### src/rtl/fdcd_pkg.sv
`timescale 1ns / 1ps
package fdcd_pkg;

	localparam int FRAME_PIXELS = 307200;
	localparam int PIX_W        = 8;
	localparam int TALLY_W      = 19;
	localparam int FRAME_NUM_W  = 16;
	localparam int CFG_IDX_W    = 3;
	localparam int CFG_DATA_W   = 19;
	localparam int ADDR_W       = (FRAME_PIXELS > 1) ? $clog2(FRAME_PIXELS) : 1;
	localparam int POS_W        = $clog2(FRAME_PIXELS + 1);
	localparam int CMP_W        = PIX_W + 2;

	localparam logic [TALLY_W-1:0] TALLY_MAX = {TALLY_W{1'b1}};

	localparam logic [PIX_W-1:0]   TOLERANCE_RST = 8'd8;
	localparam logic [PIX_W-1:0]   TOP_RST       = 8'd255;
	localparam logic [PIX_W-1:0]   BOTTOM_RST    = 8'd0;
	localparam logic [TALLY_W-1:0] LOW_LIM_RST   = 19'd0;
	localparam logic [TALLY_W-1:0] HIGH_LIM_RST  = 19'd307200;

	typedef enum logic [CFG_IDX_W-1:0] {
		REG_PIXEL_TOLERANCE  = 3'd0,
		REG_PIXEL_TOP        = 3'd1,
		REG_PIXEL_BOTTOM     = 3'd2,
		REG_COUNT_LOW_LIMIT  = 3'd3,
		REG_COUNT_HIGH_LIMIT = 3'd4
	} reg_index_t;

	typedef struct packed {
		logic [PIX_W-1:0] tolerance;
		logic [PIX_W-1:0] top;
		logic [PIX_W-1:0] bottom;
	} pix_cfg_t;

endpackage

### src/rtl/fdcd_cmp.sv
`timescale 1ns / 1ps
module fdcd_cmp (
	input  fdcd_pkg::pix_cfg_t                cfg,
	input  logic [fdcd_pkg::PIX_W-1:0]        old_pix,
	input  logic [fdcd_pkg::PIX_W-1:0]        new_pix,
	output logic                              differs
);

	logic signed [fdcd_pkg::CMP_W-1:0] o;
	logic signed [fdcd_pkg::CMP_W-1:0] n;
	logic signed [fdcd_pkg::CMP_W-1:0] t;
	logic signed [fdcd_pkg::CMP_W-1:0] top;
	logic signed [fdcd_pkg::CMP_W-1:0] bot;
	logic                              below;
	logic                              above;

	always_comb begin
		o     = signed'({2'b00, old_pix});
		n     = signed'({2'b00, new_pix});
		t     = signed'({2'b00, cfg.tolerance});
		top   = signed'({2'b00, cfg.top});
		bot   = signed'({2'b00, cfg.bottom});
		below = n < (o - t);
		above = n > (o + t);
		priority if (o >= (top - t)) begin
			differs = below;
		end else if (o <= (bot + t)) begin
			differs = above;
		end else begin
			differs = below | above;
		end
	end

endmodule

### config.mk
export PLATFORM = sky130hd
export DESIGN_NAME = fdcd_cmp
export DESIGN_NICKNAME = d
export VERILOG_FILES = /design/src/rtl/fdcd_pkg.sv /design/src/rtl/fdcd_cmp.sv
export SDC_FILE = /design/constraint.sdc
export NUM_CORES = 1
export LEC_CHECK = 0
export CAP_MARGIN = 10
export CORE_MARGIN = 10
export CORE_UTILIZATION = 60
export DETAILED_ROUTE_END_ITERATION = 12
export DONT_BUFFER_PORTS = 1
export PLACE_DENSITY = 0.75
export SLEW_MARGIN = 5
export SYNTH_ARGS = -nofsm -noshare
export SYNTH_HDL_FRONTEND = slang
export SYNTH_SLANG_ARGS = --single-unit
### constraint.sdc
create_clock -name vclk -period 3.5
set_clock_uncertainty 0.2 [all_clocks]
set_input_delay 0.175 -clock vclk [all_inputs]
set_output_delay 0.175 -clock vclk [all_outputs]
set_load 0.02 [all_outputs]
After elaboration in Yosys (flattened, before gate mapping). Index checks and enable logic that the tools add are counted. W data, S select, Z words.

$add $sub $neg: 4. $lt $le $gt $ge: 4. Mux-type cells: 2. Bitwise operators: 1.

Operators with widths (count): $add A8 B8 Y9 (2); $sub A8 B8 Y9 (2); $ge A9 B9 Y1 (1); $gt A8 B9 Y1 (1); $le A8 B9 Y1 (1); $lt A9 B9 Y1 (1); $mux W1 (2); $or A1 B1 Y1 (1).

Register bits: 0. Output and inout port bits: 1. Logic and storage cells: 11.

Logic depth before layout (Yosys ltp). Gate-level depths: netlist of run 1.

Depth in word-level cells: 5. Depth in mapped cells: 15. Mapped depth without buffers: 15.

Least setup slack after synthesis of run 1. No wires, ideal clock.

Path type: input -> output. From: in cfg[0] (netlist bit). To: out differs. Data arrival time: 2.616 ns. Slack: 0.509 ns. Stages on the path: 14. Path buffers: 0. Cell sequence: ha_1 > fa_1 > a21oi_1 > nor2b_1 > o21a_1 > o21ai_1 > xor2_1 > ha_1 > a211oi_1 > nand2_1 > o21ai_0 > nor4_1 > a21oi_1 > o32ai_2.

Longest elaborated chain between the ends: 4.

Ends and longest elaborated chain: start, declared (line fdcd_cmp.sv:3) `input fdcd_pkg::pix_cfg_t cfg,`; $add A8 B8 Y9 (line fdcd_cmp.sv:27) `end else if (o <= (bot + t)) begin`; $le A8 B9 Y1 (line fdcd_cmp.sv:27); $mux W1 (line fdcd_cmp.sv:27); $mux W1 (line fdcd_cmp.sv:25) `priority if (o >= (top - t)) begin`; end, declared (line fdcd_cmp.sv:6) `output logic differs`.

Every way passes these cells.

Final worst setup path of run 1. Same ends and word-level chain as after synthesis.

==> results of run 1 <==
[final cells by class]
class,instances,share of cell area
Timing Repair Buffer,1,0.003876
Multi-Input combinational cell,215,0.9244
Tap cell,44,0.02842
Inverter,22,0.04328
[power by group through the flow]
stage                     Combinational (uW)  Clock [uW]  Sequential [uW]
after global routing                     446           0                0
after CTS                                383           0                0
final                                    380           0                0
after global placement                   375           0                0
after floorplan                          311           0                0
after detailed placement                 381           0                0
[stage by stage]
stage / power [uW] / TNS (ns) / util / setup slack [ns]
final: 380.0 / 0 / 0.6397 / 0.2220
after global routing: 445.5 / -0.0008062 / 0.6397 / -0.0008062
after CTS: 383.2 / 0 / 0.6376 / 0.1889
after detailed placement: 381.2 / 0 / 0.6376 / 0.1904
after global placement: 375.1 / 0 / 0.6376 / 0.2391
after floorplan: 311.1 / 0 / - / 0.5089
[worst max-delay path: cells and delay by family]
| family | cells | cell delay, ns |
|---|---|---|
| AOI/OAI and AO/OA | 6 | 1.14 |
| adders and majority gates | 3 | 0.89 |
| and+or+nand+nor | 3 | 0.38 |
| buffers and inverters | 1 | 0.17 |
| xor gates and xnor gates | 1 | 0.16 |
[worst max-delay path by stage]
stage | cells past startpoint | slack, ns | endpoint | start
after floorplan | 14 | 0.51 | differs | cfg[0]
after global placement | 14 | 0.24 | differs | cfg[0]
after detailed placement | 14 | 0.19 | differs | cfg[0]
after CTS | 14 | 0.19 | differs | cfg[0]
after global routing | 14 | -0.0008 | differs | cfg[0]
final | 14 | 0.22 | differs | cfg[0]
[metal layers]
metal	up-vias	GRT usage
met2	27	0.2642
li1	865	-
met4	0	0
met1	712	0.1677
met5	-	0
met3	0	0.02083
[kinds of logic after synthesis]
group,count (synthesis)
AO/OA/AOI/OAI,64
XOR/XNOR,20
adder cells (fa/ha/maj),67
buffers and inverters,23
AND/OR/NAND/NOR,64
[cells in the final DEF (no fill, tap or decap), types with 5 or more instances in the layout]
cell | synthesis | final
a21oi_1 | 22 | 22
inv_1 | 20 | 20
xnor2_1 | 9 | 9
xor2_1 | 11 | 11
nor3_1 | 5 | 5
nor2_1 | 14 | 14
nand4_1 | 5 | 5
nand2_1 | 12 | 12
o21a_1 | 6 | 6
nor2b_1 | 10 | 10
o21ai_1 | 11 | 11
o21ai_0 | 8 | 8
ha_1 | 63 | 63
nand2b_1 | 6 | 6
[timing repair]
item / in CTS / in global routing
gates resized for setup: 0 / 1
endpoints found under the setup margin: 0 / 1
hold endpoints to repair: 0 / 0
==> reports/metrics.yaml, run 1 <==
finish:
  final_cells: 282
  multiInputGateArea_mm2: 0.001790
  fillers: 282
  clkbuf_count: 0
  final_area_mm2: 0.001937
  seq_cells: 0
  drive_above_1_share: 0.05042
  seq_area_um2: 0
  diodes: 0
  layout.nets: 347
  syn2layout_area_growth_pct: 3.476
pwr:
  p_int_uw: 183.6
  power_per_cell_area_mw_per_mm2: 196.2
  p_seq_frac: 0
  p_leak_uw: 0.0009618
  combinationalPowerShare: 1.000
  peakVddDrop_mv: 0.08849
  switching_power_uw: 196.4
  p_sw_frac: 0.5169
  p_clk_frac: 0
yosys:
  synth.distinct_cells: 38
  synth.top_cells.by_count: "63 x ha_1, 22 x a21oi_1, 20 x inv_1"
  synth_area_leaders: "ha_1 42%, a21oi_1 5.9%, xor2_1 5.1%"
  avgSynthCellArea_um2: 7.865
  syn_inst: 238
  netlist_area_mm2: 0.001872
  synth-compound-area-share: 0.2159
  syn_nets: 345
  synth_top_area_frac: 0.4211
  synth-simple-area-share: 0.1798
  yosysSeqAreaShare: 0
  synth_adder_area_share: 0.4639
  synth_warnings: 0
  synth_top_family_by_area: "adder cells"
  synth_area_leader_cell: "ha_1"
  synthMuxAreaShare: 0
  synth.most_common_cell: "ha_1"
  synth_xor_area_frac: 0.09358
die:
  die-area_mm2: 0.005754
  boundaryPins: 41
  start_util: 0.6182
  core-area_mm2: 0.003028
  dieHeight_um: 75.86
  rows: 20
  die_w_um: 75.86
critical_path:
  arrival_ns: 2.90
  cp_data_required_time_ns: 3.12
  path_class: "input port to output pin"
  endpoint_kind: "output pin"
  path_max_fanout: 3
  cp_cell_sequence: "ha_1 > fa_1 > a21oi_1 > nor2b_1 > o21a_1 > o21ai_1 > xor2_1 > ha_1 > a211oi_1 > nor4b_2 > nor4_1 > a21oi_1 > o32ai_2 > buf_4"
  crit_path_start_kind: "input port"
  max_stage_delay_ns: 0.41
  cp_slowest_cell: "fa_1"
detailed_routing:
  drt_iter0_drc: 41
  drc_errors: 0
  dr.max_layer_used: "met3"
  vias: 1604
  wl_met3_um: 251
  vias_per_cell: 5.688
  firstDrtPassIters: 4
  ant_nets: 0
  met2_length_um: 1893
  wl_um: 3831
  wl_per_cell_um: 13.59
  drt-met1-wl_um: 1686
global_route:
  grt_pass1_vias: 1597
  grt_usage: 0.1388
  grt_pass1_wl_um: 6506
  grt_max_degree: 7
  antenna_found_initial: 0
  grt.overflow.total: 0
cts:
  cts.hold.buffers_added: 0
  postCtsSetupRepairBufs: 0
min_path:
  whs_path_depth: 4
  hold_class: "input port to output pin"
  hold-path-endpoint: "differs"
  hp-start: "new_pix[7]"
timing:
  setup_viol: 0
  finalHoldViolations: 0
  hold-worst-slack_ns: 0.6078
  period_minus_slack_ns: 3.278
  slew_viol_final: 0
  worst_pin_slew_ns: 0.2871
  min_period_over_period: 0.9366
  max_freq_mhz: 305.1
  slew_headroom: 0.8066
place:
  hpwlAfterDp_um: 3641
  io_buffers: 0
  placed_cells: 282
  dpl-instance-area_mm2: 0.001931
  place.gp.congestion: 0.8873
job:
  maxCapViolations: 0
outcome:
  outcome: "complete, no violations"
Note: power is estimated with default switching activity, not from simulation.
==> run 2, diff against run 1 <==
Settings changed: GPL_ROUTABILITY_DRIVEN set to 0, RECOVER_POWER set to 100.
==> run 2 against run 1 <==
Clock-buffer cell count unchanged. Critical path depth did not move. Wire length hardly changed. Utilization is 0.083 points lower. Final cell count unchanged. Global-route usage unchanged. Power shrank 0.48%. Worst setup slack better by 0.0028 ns. Sequential share of layout area is the same. Critical path type unchanged. Largest power group unchanged. Highest routed layer unchanged.
==> reports/metrics.yaml, run 2 (same netlist as run 1, synthesis figures left out) <==
outcome:
  outcome: "complete, no violations"
timing:
  hold-worst-slack_ns: 0.6053
  slew_viol_final: 0
  worst_pin_slew_ns: 0.2871
  max_freq_mhz: 305.3
  finalHoldViolations: 0
  setup_ws_ns: 0.2248
  min_period_over_period: 0.9358
  setup_viol: 0
  timing.setup.tns_ns: 0
  slew_headroom: 0.8066
  period_minus_slack_ns: 3.275
critical_path:
  cp-startpoint: "cfg[0]"
  arrival_ns: 2.90
  cp_cell_sequence: "ha_1 > fa_1 > a21oi_1 > nor2b_1 > o21a_1 > o21ai_1 > xor2_1 > ha_1 > a211oi_1 > nor4b_2 > nor4_1 > a21oi_1 > o32ai_2 > clkbuf_2"
  cp.depth: 14
  critPathTopFamily: "compound AO/OA/AOI/OAI gates"
  cp_data_required_time_ns: 3.12
  endpoint_kind: "output pin"
  max_stage_delay_ns: 0.41
  cp_slowest_cell: "fa_1"
  path_class: "input port to output pin"
  crit_path_start_kind: "input port"
  path_max_fanout: 3
  critPathBufInv: 1
  cp-endpoint: "differs"
finish:
  seq_cells: 0
  layout.nets: 347
  fin_util: 0.6388
  layout_commonest_cell: "ha_1"
  diodes: 0
  seq_area_um2: 0
  final_area_mm2: 0.001934
  clkbuf_count: 0
  final_cell_mix: "63 x ha_1, 22 x a21oi_1, 20 x inv_1"
  syn2layout_area_growth_pct: 3.343
  drive_above_1_share: 0.05042
detailed_routing:
  wl_um: 3830
  drc_errors: 0
  drt_iter0_drc: 41
  wl_per_cell_um: 13.58
  vias_per_cell: 5.688
  vias: 1604
  ant_nets: 0
  firstDrtPassIters: 4
die:
  start_util: 0.6182
  die-area_mm2: 0.005754
  rows: 20
  core-area_mm2: 0.003028
  dieHeight_um: 75.86
  boundaryPins: 41
  die_w_um: 75.86
job:
  maxCapViolations: 0
global_route:
  grt_pass1_wl_um: 6506
  grt.overflow.total: 0
  antenna_found_initial: 0
  grt_usage: 0.1388
  grt_pass1_vias: 1597
  grt_max_degree: 7
min_path:
  hold_class: "input port to output pin"
  hp-start: "new_pix[7]"
place:
  io_buffers: 0
  post-place-ws_ns: 0.1904
  hpwlAfterDp_um: 3641
  dpl-instance-area_mm2: 0.001931
pwr:
  peakVddDrop_mv: 0.08849
  p_leak_uw: 0.0009611
  power_per_cell_area_mw_per_mm2: 195.5
cts:
  cts.hold.buffers_added: 0
[run 2: worst min-delay path, delay by kind of cell]
kind                       cells  cell delay (ns)
adders and majority gates      1             0.12
buffers and inverters          1             0.15
AOI/OAI and AO/OA              2             0.18
[run 2: worst min path at each step]
stage / end / slack, ns / cells after the start
6_report: differs / 0.61 / 4
5_1_grt: differs / 0.65 / 4
3_3_place_gp: differs / 0.62 / 4
4_1_cts: differs / 0.62 / 4
3_5_place_dp: differs / 0.62 / 4
2_1_floorplan: differs / 0.49 / 3
[run 2: timing repair]
item                       in CTS  in global routing
resized for setup               0                  1
buffers inserted                0                  0
setup endpoints to repair       0                  1
[run 2: where the power goes]
group	leakage, uW	internal, uW	switching, uW
Sequential	0	0	0
Clock	0	0	0
Combinational	0.000961	182	196
[run 2: cell type report]
type	instances	area, um^2
tap	44	55.05
multi-input combinational	215	1790
inverter	22	83.83
fill	281	1094
timing repair buffer	1	5.005
[run 2: routing by layer]
layer,global-route usage,vias up,part of all wire
met5,0,-,0
met1,0.1677,712,0.44
met2,0.2642,27,0.49
met3,0.02083,0,0.066
met4,0,0,0
li1,-,865,-
[run 2: through the flow]
step / cells / power (uW)
global route: 282 / 443.7
finish: 282 / 378.2
CTS: 282 / 383.2
floorplan: 238 / 311.1
detailed placement: 282 / 381.2
global placement: 282 / 375.1
